===== src/sv/elf_hash_bin_index_core_assert.svh =====
// assertion macros for the elf hash bin index core
`ifndef ELF_HASH_BIN_INDEX_CORE_ASSERT_SVH
`define ELF_HASH_BIN_INDEX_CORE_ASSERT_SVH

// condition implies consequence in the same cycle
`define EHBI_ASSERT_SAME(lbl, clk, rst_n, ante, cons, msg) \
  lbl: assert property (@(posedge clk) disable iff (!rst_n) (ante) |-> (cons)) \
    else $error(msg);

// condition implies consequence in the next cycle
`define EHBI_ASSERT_NEXT(lbl, clk, rst_n, ante, cons, msg) \
  lbl: assert property (@(posedge clk) disable iff (!rst_n) (ante) |=> (cons)) \
    else $error(msg);

`endif


===== src/sv/ehbi_pkg.sv =====
package ehbi_pkg;

  localparam int HASH_W      = 32;
  localparam int BIN_W       = 31;
  localparam int STEP_SHIFT  = 4;
  localparam int FOLD_SHIFT  = 24;
  localparam logic [HASH_W-1:0] TOP_NIBBLE_MASK = 32'hf000_0000;
  localparam logic [BIN_W-1:0]  BIN_COUNT_RESET = 31'd1;
  localparam int QUEUE_DEPTH = 4;

  typedef struct packed {
    logic full;
    logic empty;
  } q_stat_t;

  function automatic logic [HASH_W-1:0] hash_step(input logic [HASH_W-1:0] acc,
                                                  input logic [HASH_W-1:0] elem);
    logic [HASH_W-1:0] sum;
    logic [HASH_W-1:0] top;
    sum = (acc << STEP_SHIFT) + elem;
    top = sum & TOP_NIBBLE_MASK;
    return sum ^ (top >> FOLD_SHIFT) ^ top;
  endfunction

endpackage


===== src/sv/ehbi_in_if.sv =====
interface ehbi_in_if;
  logic                              valid;
  logic                              ready;
  logic signed [ehbi_pkg::HASH_W-1:0] key_element;
  logic                              element_present;
  logic                              key_end;

  modport source (output valid, output key_element, output element_present,
                  output key_end, input ready);
  modport sink (input valid, input key_element, input element_present,
                input key_end, output ready);
endinterface


===== src/sv/ehbi_out_if.sv =====
interface ehbi_out_if;
  logic                       valid;
  logic                       ready;
  logic [ehbi_pkg::BIN_W-1:0] bin_index;

  modport source (output valid, output bin_index, input ready);
  modport sink (input valid, input bin_index, output ready);
endinterface


===== src/sv/elf_hash_bin_index_core.sv =====
// a key_end item pushes its hash into the queue; the back pops the next one only when idle
// key elements are taken one per cycle unless the queue is full; the hash step is combinational
// each key end takes the back through idle, div and done: a radix-2 divider, one bit per cycle
// a 4-deep queue of finished hashes sits between front and back
// reset: synchronous active-low rst_n clears accumulator, queue pointers, divider state, bin_count to 1
`include "elf_hash_bin_index_core_assert.svh"

module elf_hash_bin_index_core #(
  parameter int QUEUE_DEPTH = ehbi_pkg::QUEUE_DEPTH
) (
  input  logic                       clk,
  input  logic                       rst_n,
  ehbi_in_if.sink                    in_item,
  ehbi_out_if.source                 out_item,
  input  logic                       cfg_wr_en,
  input  logic [ehbi_pkg::BIN_W-1:0] cfg_wr_data
);

  logic [ehbi_pkg::BIN_W-1:0]  bin_count_r;
  logic                        push;
  logic                        pop;
  logic [ehbi_pkg::HASH_W-1:0] push_data;
  logic [ehbi_pkg::HASH_W-1:0] pop_data;
  ehbi_pkg::q_stat_t           q_stat;
  logic                        in_last_acc;

  assign in_last_acc = in_item.valid && in_item.ready && in_item.key_end;

  always_ff @(posedge clk) begin
    if (!rst_n) begin
      bin_count_r <= ehbi_pkg::BIN_COUNT_RESET;
    end else if (cfg_wr_en) begin
      bin_count_r <= cfg_wr_data;
    end
  end

  ehbi_front u_front (
    .clk       (clk),
    .rst_n     (rst_n),
    .in_item   (in_item),
    .q_stat    (q_stat),
    .push      (push),
    .push_data (push_data)
  );

  ehbi_queue #(
    .DEPTH (QUEUE_DEPTH),
    .WIDTH (ehbi_pkg::HASH_W)
  ) u_queue (
    .clk       (clk),
    .rst_n     (rst_n),
    .push      (push),
    .push_data (push_data),
    .pop       (pop),
    .pop_data  (pop_data),
    .q_stat    (q_stat)
  );

  ehbi_back u_back (
    .clk       (clk),
    .rst_n     (rst_n),
    .q_stat    (q_stat),
    .pop_data  (pop_data),
    .pop       (pop),
    .bin_count (bin_count_r),
    .out_item  (out_item)
  );

  `EHBI_ASSERT_SAME(a_no_push_full, clk, rst_n, push, !q_stat.full, "push into full queue")
  `EHBI_ASSERT_SAME(a_no_pop_empty, clk, rst_n, pop, !q_stat.empty, "pop from empty queue")
  `EHBI_ASSERT_NEXT(a_key_end_queued, clk, rst_n, in_last_acc, !q_stat.empty, "key end not queued")

endmodule


===== src/sv/ehbi_front.sv =====
module ehbi_front (
  input  logic                         clk,
  input  logic                         rst_n,
  ehbi_in_if.sink                      in_item,
  input  ehbi_pkg::q_stat_t            q_stat,
  output logic                         push,
  output logic [ehbi_pkg::HASH_W-1:0]  push_data
);

  logic [ehbi_pkg::HASH_W-1:0] acc_r;
  logic [ehbi_pkg::HASH_W-1:0] acc_nxt;
  logic [ehbi_pkg::HASH_W-1:0] acc_upd;
  logic                        accept;

  assign in_item.ready = !q_stat.full;
  assign accept        = in_item.valid && in_item.ready;

  always_comb begin
    if (in_item.element_present) begin
      acc_upd = ehbi_pkg::hash_step(acc_r, in_item.key_element);
    end else begin
      acc_upd = acc_r;
    end
  end

  assign push      = accept && in_item.key_end;
  assign push_data = acc_upd;

  always_comb begin
    acc_nxt = acc_r;
    if (accept) begin
      acc_nxt = in_item.key_end ? '0 : acc_upd;
    end
  end

  always_ff @(posedge clk) begin
    if (!rst_n) begin
      acc_r <= '0;
    end else begin
      acc_r <= acc_nxt;
    end
  end

endmodule


===== src/sv/ehbi_queue.sv =====
module ehbi_queue #(
  parameter int DEPTH = ehbi_pkg::QUEUE_DEPTH,
  parameter int WIDTH = ehbi_pkg::HASH_W
) (
  input  logic              clk,
  input  logic              rst_n,
  input  logic              push,
  input  logic [WIDTH-1:0]  push_data,
  input  logic              pop,
  output logic [WIDTH-1:0]  pop_data,
  output ehbi_pkg::q_stat_t q_stat
);

  localparam int PTR_W = (DEPTH > 1) ? $clog2(DEPTH) : 1;
  localparam int CNT_W = $clog2(DEPTH + 1);
  localparam logic [PTR_W-1:0] LAST_PTR = PTR_W'(DEPTH - 1);
  localparam logic [CNT_W-1:0] FULL_CNT = CNT_W'(DEPTH);

  logic [WIDTH-1:0] mem [DEPTH];
  logic [PTR_W-1:0] wr_ptr_r, wr_ptr_nxt;
  logic [PTR_W-1:0] rd_ptr_r, rd_ptr_nxt;
  logic [CNT_W-1:0] cnt_r, cnt_nxt;

  assign q_stat.full  = (cnt_r == FULL_CNT);
  assign q_stat.empty = (cnt_r == '0);
  assign pop_data     = mem[rd_ptr_r];

  always_comb begin
    wr_ptr_nxt = wr_ptr_r;
    rd_ptr_nxt = rd_ptr_r;
    cnt_nxt    = cnt_r;
    if (push) begin
      wr_ptr_nxt = (wr_ptr_r == LAST_PTR) ? '0 : wr_ptr_r + 1'b1;
    end
    if (pop) begin
      rd_ptr_nxt = (rd_ptr_r == LAST_PTR) ? '0 : rd_ptr_r + 1'b1;
    end
    if (push && !pop) begin
      cnt_nxt = cnt_r + 1'b1;
    end else if (pop && !push) begin
      cnt_nxt = cnt_r - 1'b1;
    end
  end

  always_ff @(posedge clk) begin
    if (push) begin
      mem[wr_ptr_r] <= push_data;
    end
  end

  always_ff @(posedge clk) begin
    if (!rst_n) begin
      wr_ptr_r <= '0;
      rd_ptr_r <= '0;
      cnt_r    <= '0;
    end else begin
      wr_ptr_r <= wr_ptr_nxt;
      rd_ptr_r <= rd_ptr_nxt;
      cnt_r    <= cnt_nxt;
    end
  end

endmodule


===== src/sv/ehbi_back.sv =====
module ehbi_back (
  input  logic                        clk,
  input  logic                        rst_n,
  input  ehbi_pkg::q_stat_t           q_stat,
  input  logic [ehbi_pkg::HASH_W-1:0] pop_data,
  output logic                        pop,
  input  logic [ehbi_pkg::BIN_W-1:0]  bin_count,
  ehbi_out_if.source                  out_item
);

  localparam int HW    = ehbi_pkg::HASH_W;
  localparam int BW    = ehbi_pkg::BIN_W;
  localparam int CNT_W = $clog2(HW);
  localparam logic [CNT_W-1:0] LAST_BIT = CNT_W'(HW - 1);

  typedef enum logic [1:0] {
    S_IDLE,
    S_DIV,
    S_DONE
  } state_t;

  state_t          state_r;
  logic [HW-1:0]   dvd_r;
  logic [BW-1:0]   dvs_r;
  logic [BW-1:0]   rem_r;
  logic [CNT_W-1:0] cnt_r;
  logic            zero_r;
  logic            out_valid_r;
  logic [BW-1:0]   out_bin_r;

  logic [BW:0]     rem_sh;
  logic [BW:0]     rem_sub;
  logic [BW-1:0]   rem_step;
  logic [BW-1:0]   odd_div;
  logic            out_free;
  logic            out_load;

  assign odd_div  = bin_count[0] ? bin_count : bin_count - 1'b1;
  assign rem_sh   = {rem_r, dvd_r[HW-1]};
  assign rem_sub  = rem_sh - {1'b0, dvs_r};
  assign rem_step = rem_sub[BW] ? rem_sh[BW-1:0] : rem_sub[BW-1:0];
  assign out_free = !out_valid_r || out_item.ready;
  assign out_load = (state_r == S_DONE) && out_free;
  assign pop      = (state_r == S_IDLE) && !q_stat.empty;

  assign out_item.valid     = out_valid_r;
  assign out_item.bin_index = out_bin_r;

  always_ff @(posedge clk) begin
    if (!rst_n) begin
      state_r     <= S_IDLE;
      out_valid_r <= 1'b0;
    end else begin
      out_valid_r <= out_load || (out_valid_r && !out_item.ready);
      case (state_r)
        S_IDLE: begin
          if (!q_stat.empty) begin
            dvd_r   <= pop_data;
            dvs_r   <= odd_div;
            zero_r  <= (bin_count == '0);
            rem_r   <= '0;
            cnt_r   <= LAST_BIT;
            state_r <= S_DIV;
          end
        end
        S_DIV: begin
          rem_r <= rem_step;
          dvd_r <= dvd_r << 1;
          cnt_r <= cnt_r - 1'b1;
          if (cnt_r == '0) begin
            state_r <= S_DONE;
          end
        end
        S_DONE: begin
          if (out_load) begin
            out_bin_r   <= zero_r ? '0 : rem_r;
            state_r     <= S_IDLE;
          end
        end
        default: begin
          state_r <= S_IDLE;
        end
      endcase
    end
  end

endmodule


===== src/flat_wrapper.sv =====
// flat-port wrapper written by rule: the top's interface ports become plain ports
module elf_hash_bin_index_core_flat 
#(
  parameter int QUEUE_DEPTH = ehbi_pkg::QUEUE_DEPTH
)
  (clk, rst_n, cfg_wr_en, cfg_wr_data, in_item_valid, in_item_key_element, in_item_element_present, in_item_key_end, in_item_ready, out_item_valid, out_item_bin_index, out_item_ready);
  ehbi_in_if in_item_i ();
  ehbi_out_if out_item_i ();
  input  logic clk;
  input  logic rst_n;
  input  logic cfg_wr_en;
  input  logic [ehbi_pkg::BIN_W-1:0] cfg_wr_data;
  input wire logic [$bits(in_item_i.valid)-1:0] in_item_valid;
  input wire logic [$bits(in_item_i.key_element)-1:0] in_item_key_element;
  input wire logic [$bits(in_item_i.element_present)-1:0] in_item_element_present;
  input wire logic [$bits(in_item_i.key_end)-1:0] in_item_key_end;
  output wire logic [$bits(in_item_i.ready)-1:0] in_item_ready;
  output wire logic [$bits(out_item_i.valid)-1:0] out_item_valid;
  output wire logic [$bits(out_item_i.bin_index)-1:0] out_item_bin_index;
  input wire logic [$bits(out_item_i.ready)-1:0] out_item_ready;
  assign in_item_i.valid = in_item_valid;
  assign in_item_i.key_element = in_item_key_element;
  assign in_item_i.element_present = in_item_element_present;
  assign in_item_i.key_end = in_item_key_end;
  assign in_item_ready = in_item_i.ready;
  assign out_item_valid = out_item_i.valid;
  assign out_item_bin_index = out_item_i.bin_index;
  assign out_item_i.ready = out_item_ready;
  elf_hash_bin_index_core #(.QUEUE_DEPTH(QUEUE_DEPTH)) u_core (.clk(clk), .rst_n(rst_n), .in_item(in_item_i), .out_item(out_item_i), .cfg_wr_en(cfg_wr_en), .cfg_wr_data(cfg_wr_data));
endmodule

===== config.mk =====
export PLATFORM = sky130hd
export DESIGN_NAME = elf_hash_bin_index_core_flat
export DESIGN_NICKNAME = d
export VERILOG_FILES = /design/src/sv/ehbi_pkg.sv /design/src/sv/ehbi_in_if.sv /design/src/sv/ehbi_out_if.sv /design/src/sv/elf_hash_bin_index_core.sv /design/src/sv/ehbi_front.sv /design/src/sv/ehbi_queue.sv /design/src/sv/ehbi_back.sv /design/src/flat_wrapper.sv
export VERILOG_INCLUDE_DIRS = /design/src /design/src/sv
export SDC_FILE = /design/constraint.sdc
export NUM_CORES = 1
export LEC_CHECK = 0
export ABC_AREA = 1
export CORE_UTILIZATION = 62
export DETAILED_ROUTE_END_ITERATION = 6
export DONT_BUFFER_PORTS = 1
export PLACE_DENSITY = 0.78
export SLEW_MARGIN = 40
export SYNTH_ARGS = -nofsm -noshare
export SYNTH_HDL_FRONTEND = slang
export SYNTH_SLANG_ARGS = --single-unit

===== constraint.sdc =====
create_clock -name clk -period 4.8 [get_ports clk]
set_input_delay 0.24 -clock clk [delete_from_list [all_inputs] [get_ports clk]]
set_output_delay 0.24 -clock clk [all_outputs]
set_load 0.02 [all_outputs]

==> results of run 1 <==
## final cells by class
| cell class | instances | area, sq um | area share [%] |
|---|---|---|---|
| Clock inverter | 17 | 146 | 0.745 |
| Inverter | 244 | 928 | 4.73 |
| Tap cell | 378 | 473 | 2.41 |
| Multi-Input combinational cell | 1457 | 7360 | 37.5 |
| Clock buffer | 48 | 986 | 5.02 |
| Sequential cell | 334 | 9280 | 47.2 |
| Timing Repair Buffer | 51 | 472 | 2.40 |
## critical path: stages (launching register included)
cell and delay (ps):
dfxtp_1 420, nor2_1 70, nand2_1 220, nand2_1 520
nor2_1 330, ha_1 200, inv_1 70, fa_1 380
a21oi_1 140, o21ai_0 110, o21ai_0 170, a21oi_1 50
## stage by stage
step / hold WS [ps] / instances / util (%)
global placement: 360 / 2427 / 64.7
CTS: 1.00 / 2529 / 70.1
detailed placement: 367 / 2428 / 64.8
global route: 20.6 / 2529 / 70.1
floorplan: 366 / 2100 / -
finish: 19.0 / 2529 / 70.1
## synthesized netlist by cell type (9+ instances only)
| master | count |
|---|---|
| nand3b_1 | 14 |
| dfxtp_1 | 75 |
| nor2_2 | 12 |
| nand4_1 | 13 |
| or2_2 | 10 |
| a31oi_1 | 32 |
| xor2_1 | 36 |
| nor3_1 | 26 |
| inv_1 | 239 |
| nor2_1 | 411 |
| o21ai_0 | 131 |
| a21oi_1 | 96 |
| xnor2_1 | 25 |
| ha_1 | 67 |
| clkbuf_1 | 50 |
| nand2_2 | 9 |
| nand3_1 | 90 |
| edfxtp_1 | 259 |
| nand2_1 | 420 |
| o21a_1 | 9 |
## logic make-up after synthesis
| family | share of synthesized area (%) |
|---|---|
| xor gates and xnor gates | 3.00 |
| DFF | 52.0 |
| AOI/OAI and AO/OA | 9.02 |
| other | 0.0210 |
| adders and majority gates | 5.04 |
| buffers and inverters | 6.85 |
| and+or+nand+nor | 24.1 |
## power groups by stage
| stage | registers, mW | logic (mW) | clock network [mW] |
|---|---|---|---|
| global placement | 4.11 | 4.06 | 0 |
| detailed placement | 4.12 | 4.16 | 0 |
| floorplan | 4.04 | 3.30 | 0 |
| CTS | 4.07 | 4.24 | 2.70 |
| global route | 4.11 | 4.81 | 2.81 |
| finish | 4.08 | 4.29 | 2.67 |
## state kept, by name, indices dropped and copies added, names as in the netlist, named ones only
register and flops:
u_core.u_back.dvs_r 31, u_core.bin_count_r 31, u_core.u_back.out_item.valid 1, u_core.u_back.state_r 2
u_core.u_back.dvd_r 32, u_core.u_back.zero_r 1, u_core.u_front.acc_r 32, u_core.u_back.rem_r 31
u_core.u_back.out_item.bin_index 31, u_core.u_queue.rd_ptr_r 2, u_core.u_back.cnt_r 5, u_core.u_queue.wr_ptr_r 2
u_core.u_queue.mem 128, u_core.u_queue.cnt_r 3
## layer usage
layer	GRT usage, %	share of wire (%)	up-vias
met2	46.2	44	566
li1	-	-	6964
met3	7.13	9.0	58
met5	0	0	-
met1	44.7	45	6659
met4	7.49	1.9	0
## path summary, 6_finish.rpt
check / startpoint / endpoint / slack (ps) / cells after the start
hold / removal: in_item_element_present / u_core.u_front.acc_r[5]$_SDFFE_PN0P_ / 20 / 3
setup / recovery: u_core.u_queue.cnt_r[0]$_SDFFE_PN0P_ / u_core.u_queue.cnt_r[2]$_SDFFE_PN0P_ / 2000 / 11
hold reg to reg: u_core.u_front.acc_r[31]$_SDFFE_PN0P_ / u_core.u_front.acc_r[31]$_SDFFE_PN0P_ / 480 / 2
setup reg to reg: u_core.u_queue.cnt_r[0]$_SDFFE_PN0P_ / u_core.u_queue.cnt_r[2]$_SDFFE_PN0P_ / 2000 / 11
==> impl_metrics.csv, run 1 <==
group,metric,value,unit
global_routing,grt_first_pass_wirelength,69.1,mm
logic_synthesis,netlist_instances,2100,
finish,final_cell_mix,"nand2_1 (420), nor2_1 (404), edfxtp_1 (259), inv_1 (237), o21ai_0 (124)",
pwr,pwr-share-seq,37.0,%
clock_network,cts-root-buf,"clkbuf_16",
pwr,irDropWorstVdd,0.400,mV
timing,fmax,357,MHz
placed_design,gp_congestion,0.960,
route,wire_per_inst,17.5,microns
logic_synthesis,synth_top_area_share,43.6,%
status,status,"completed",
die,die_w,172,microns
pwr,powerDensity,561,mW/mm^2
placed_design,pre_cts_slack,2030,ps
pwr,netSwitchingPower,4.33,mW
logic_synthesis,syn_area_per_cell,8.49,sq um
global_routing,antenna_found_initial,0,
clock_network,insertion_delay,540,ps
finish,drive_gt1_share,5.90,%
placed_design,placedInstanceArea,0.0182,sq mm
pwr,total_power,11.0,mW
logic_synthesis,yosysTopAreaCell,"edfxtp_1",
timing,fin_ws,2000,ps
finish,design_area,0.0196,sq mm
worst_setup_path,worstPathRequired,5220,ps
die,io_pins,103,
clock_network,cts_buffers,36,
hold_path,hold_class,"primary input to register",
placed_design,port_buffers,0,
timing,tns,0,ps
logic_synthesis,synth-edff-count,259,
logic_synthesis,syn-num-nets,2240,
pwr,p_leak,8.28,nW
finish,insertedDiodeCount,0,
timing,finalCriticalPeriod,2800,ps
logic_synthesis,synthFlopType,"edfxtp_1",
global_routing,grt_max_degree,65,
timing,max-slew-margin-rel,45.3,%
clock_network,cts_tree,"yes",
timing,hold_violations,0,
die,core-area,0.0280,sq mm
pwr,swShare,39.2,%
clock_network,clkSlewWorstSetupHoldPaths,60,ps
finish,nets,2264,
logic_synthesis,ys_top_cells_by_area,"edfxtp_1 (44%), nand2_1 (8.8%), nor2_1 (8.7%)",
timing,setup-violations-final,0,
timing,skew,21.3,ps
clock_network,cts_setup_buffers,0,
logic_synthesis,async_flop_share,0,%
die,fp.dieH,172,microns
global_routing,grt_pass1_vias,13281,
global_routing,track_usage,30.7,%
route,vias,14247,
clock_network,cts_resized,0,
route,drc,0,
finish,layout_commonest_cell,"nand2_1",
logic_synthesis,ys_types,48,
logic_synthesis,ys_seq_elements,334,
route,initialDrtViolationCount,1314,
pwr,share_comb_of_total_power,38.9,%
timing,worstMarginPinSlew,812,ps
die,floorplan.rows,61,
worst_setup_path,crit_fanout,20,
run,maxCapViolCount,0,
clock_network,h-tree-depth,2,
global_routing,grt_overflow,0,
route,ant_nets,0,
logic_synthesis,syn_area,0.0178,sq mm
route,wl,44.3,mm
timing,rsz0062_at_grt,"false",
worst_setup_path,critPathArrivalTime,3220,ps
die,start_util,63.7,%
finish,fillers,2188,
route,first_pass_iters,6,
timing,post-route-period-util,58.4,%
die,die_area,0.0294,sq mm
worst_setup_path,crit_path_end_kind,"register",
pwr,p_int,6.70,mW
logic_synthesis,yosysWarnings,0,
worst_setup_path,critPathLaunchType,"register",
clock_network,clk_path_buf_depth,3,
finish,areaGrowthSynthToFinish,10.1,%
logic_synthesis,yosysSeqAreaShare,52.0,%
timing,drv_slew,0,
clock_network,cts_sinks,334,
pwr,clkPwrFrac,24.2,%
clock_network,hold_buffers,36,
placed_design,dp_hpwl,30.0,mm
route,avgViaCountPerCell,5.63,
worst_setup_path,crit_type,"register to register",
Power figures use the tool's default switching activity.
==> run 2, diff against run 1 <==
--- a/config.mk
+++ b/config.mk
@@ -6,11 +6,11 @@
 export SDC_FILE = /design/constraint.sdc
 export NUM_CORES = 1
 export LEC_CHECK = 0
-export ABC_AREA = 1
-export CORE_UTILIZATION = 62
+export ABC_AREA = 0
+export CORE_UTILIZATION = 58
 export DETAILED_ROUTE_END_ITERATION = 6
 export DONT_BUFFER_PORTS = 1
-export PLACE_DENSITY = 0.78
+export PLACE_DENSITY = 0.76
 export SLEW_MARGIN = 40
 export SYNTH_ARGS = -nofsm -noshare
 export SYNTH_HDL_FRONTEND = slang
==> constraint.sdc (replaced) <==
create_clock -name clk -period 2.5 [get_ports clk]
set_input_delay 0.125 -clock clk [delete_from_list [all_inputs] [get_ports clk]]
set_output_delay 0.125 -clock clk [all_outputs]
set_load 0.02 [all_outputs]
==> impl_metrics.csv, run 2 <==
group,metric,value,unit
status,status,"finished with violations",
status,violations,"setup timing",
pwr,total_power,24.2,mW
global_routing,grt_pass1_vias,12110,
die,die_area,0.0291,sq mm
hold_path,worstHoldEndpoint,"u_core.u_front.acc_r[14]$_SDFFE_PN0P_",
timing,whs,20.9,ps
worst_setup_path,critPathLaunchType,"register",
finish,largest_reg_flops,128,
die,die_w,170,microns
logic_synthesis,yosysWarnings,0,
global_routing,grt_first_pass_wirelength,64.8,mm
placed_design,gp_congestion,0.936,
worst_setup_path,crit_start,"u_core.u_back.dvs_r[1]$_DFFE_PP_",
timing,worstMarginPinSlew,885,ps
worst_setup_path,crit_type,"register to register",
logic_synthesis,async_flop_share,0,%
global_routing,antenna_found_initial,3,
timing,tns,-19780,ps
logic_synthesis,yosysMostFrequentCell,"edfxtp_1",
die,fp.dieH,170,microns
finish,fin_cells,2068,
finish,fillers,1540,
logic_synthesis,yosysSeqAreaShare,56.4,%
logic_synthesis,ys_seq_elements,334,
timing,setup-violations-final,97,
finish,areaGrowthSynthToFinish,30.9,%
route,vias,12663,
clock_network,cts-root-buf,"clkbuf_16",
placed_design,dp_cells,1894,
pwr,irDropWorstVdd,0.908,mV
route,wire_per_inst,22.5,microns
logic_synthesis,synthFlopType,"edfxtp_1",
finish,top_register,"u_core.u_queue.mem",
clock_network,insertion_delay,530,ps
run,maxCapViolCount,0,
worst_setup_path,regToRegSetupSlack,-470,ps
hold_path,hp-start,"in_item_key_end",
worst_setup_path,critPathArrivalTime,3230,ps
logic_synthesis,yosysTopAreaCell,"edfxtp_1",
logic_synthesis,synth-edff-count,259,
placed_design,placedInstanceArea,0.0186,sq mm
finish,layout_commonest_cell,"edfxtp_1",
placed_design,pre_cts_slack,-365,ps
timing,rsz0062_at_grt,"true",
logic_synthesis,syn_area_per_cell,12.1,sq um
route,initialDrtViolationCount,1290,
timing,drv_slew,0,
clock_network,h-tree-depth,2,
finish,drive_gt1_share,30.3,%
die,io_pins,103,
global_routing,grt_max_degree,60,
logic_synthesis,synth_top_area_share,47.3,%
hold_path,holdPathStages,3,
clock_network,cts_tree,"yes",
worst_setup_path,reg2reg_to,"u_core.u_back.rem_r[15]$_SDFFCE_PN0P_",
finish,utilization,77.4,%
clock_network,clkSlewWorstSetupHoldPaths,60,ps
worst_setup_path,crit_path_end_kind,"register",
logic_synthesis,syn-num-nets,1505,
timing,finalCriticalPeriod,2970,ps
logic_synthesis,synthTopCellsByCount,"edfxtp_1 (259), nand2_1 (160), nor2_1 (108)",
timing,fin_ws,-475,ps
logic_synthesis,ys_types,79,
worst_setup_path,worstPathRequired,2750,ps
timing,skew,18.5,ps
finish,top_regs,"u_core.u_queue.mem x128, u_core.u_back.dvd_r x32, u_core.u_front.acc_r x32",
die,core-area,0.0279,sq mm
pwr,powerDensity,1120,mW/mm^2
pwr,p_leak,8.73,nW
global_routing,grt_overflow,0,
timing,post-route-period-util,119,%
placed_design,dp_hpwl,26.1,mm
timing,fmax,336,MHz
finish,final_cell_mix,"edfxtp_1 (259), buf_4 (217), nand2_1 (158), nor2_1 (104), dlygate4sd3_1 (67)",
clock_network,clk_path_buf_depth,3,
route,drc,0,
logic_synthesis,ys_top_cells_by_area,"edfxtp_1 (47%), dfxtp_1 (9.1%), ha_1 (5.1%)",
hold_path,hold_class,"primary input to register",
worst_setup_path,rr_worst_depth,14,
clock_network,cts_buffers,35,
logic_synthesis,netlist_instances,1365,
finish,design_area,0.0216,sq mm
timing,hold_violations,0,
die,start_util,59.1,%
logic_synthesis,syn_area,0.0165,sq mm
route,avgViaCountPerCell,6.12,
finish,nets,1800,
timing,max-slew-margin-rel,41.0,%
route,first_pass_iters,7,
worst_setup_path,crit_fanout,5,
route,ant_nets,0,
route,wl,46.6,mm
die,floorplan.rows,61,
clock_network,cts_sinks,334,
placed_design,port_buffers,0,
worst_setup_path,r2r-start,"u_core.u_back.dvs_r[1]$_DFFE_PP_",
global_routing,track_usage,29.2,%
## run 2: cell count changes in the layout (fill, tap and decap cells not counted), sizes merged, moves of 54 or more
| cell | before | now |
|---|---|---|
| nor2 | 425 | 109 |
| buf | 16 | 240 |
| o21ai | 133 | 36 |
| mux2i | 0 | 54 |
| nand3 | 93 | 20 |
| nand2 | 431 | 162 |
| inv | 245 | 59 |
## run 2: worst max path at each step
stage	to	slack, ps	cells after the start
after global placement	u_core.u_back.rem_r[22]$_SDFFCE_PN0P_	-330	13
after CTS	u_core.u_back.rem_r[22]$_SDFFCE_PN0P_	-350	13
after floorplan	u_core.u_back.rem_r[10]$_SDFFCE_PN0P_	-220	11
after detailed placement	u_core.u_back.rem_r[24]$_SDFFCE_PN0P_	-360	10
after global routing	u_core.u_back.rem_r[15]$_SDFFCE_PN0P_	-580	14
final	u_core.u_back.rem_r[15]$_SDFFCE_PN0P_	-470	14
## run 2: per-layer routing
metal  track usage, %  vias up  wire, microns
met5                0        -              0
met2             50.4      654          23700
met1             37.2     6251          18200
met3             4.44      158           3040
li1                 -     5600              -
met4             11.0        0           1690
## run 2: critical path, cell delays in order, from the launching register on
cell and delay, ps:
edfxtp_1 400, inv_2 90, ha_1 230, nor2b_4 140
o31ai_4 260, a31oi_4 140, a311o_1 290, o211ai_2 90
o21ai_2 130, xnor2_4 300, buf_12 150, buf_8 100
buf_12 120, mux2i_1 190, nor2_1 70
## run 2: where the power goes
part	switching (mW)	internal (mW)
Sequential	0.590	7.24
Clock	2.21	3.12
Combinational	5.46	5.53
Total	8.27	15.9
## run 2: area by class of cell
| class | count | area (sq um) | area share, % |
|---|---|---|---|
| Antenna cell | 3 | 7.51 | 0.0348 |
| Clock buffer | 47 | 992 | 4.60 |
| Clock inverter | 17 | 181 | 0.842 |
| Inverter | 57 | 214 | 0.993 |
| Multi-Input combinational cell | 925 | 7740 | 35.9 |
| Sequential cell | 334 | 9300 | 43.1 |
| Tap cell | 378 | 473 | 2.19 |
| Timing Repair Buffer | 307 | 2640 | 12.3 |
## run 2: kinds of logic (layout without fill, tap and decap cells)
group | Yosys count | after routing | synth area share (%)
buf+inv | 106 | 428 | 2.48
xor+xnor | 83 | 83 | 4.53
other cells | 1 | 4 | 0.0228
simple gates | 444 | 444 | 13.0
mux | 109 | 109 | 9.24
fa+ha+maj | 70 | 70 | 5.46
flops | 334 | 334 | 56.4
compound gates | 218 | 218 | 8.92
## run 2: timing repair
action,in CTS,in global routing
gates cloned,3,0
endpoints found under the hold margin,175,0
gates resized for setup,82,79
endpoints found under the setup margin,98,109
hold buffers,68,0
pin swaps,48,49
buffers inserted,19,27
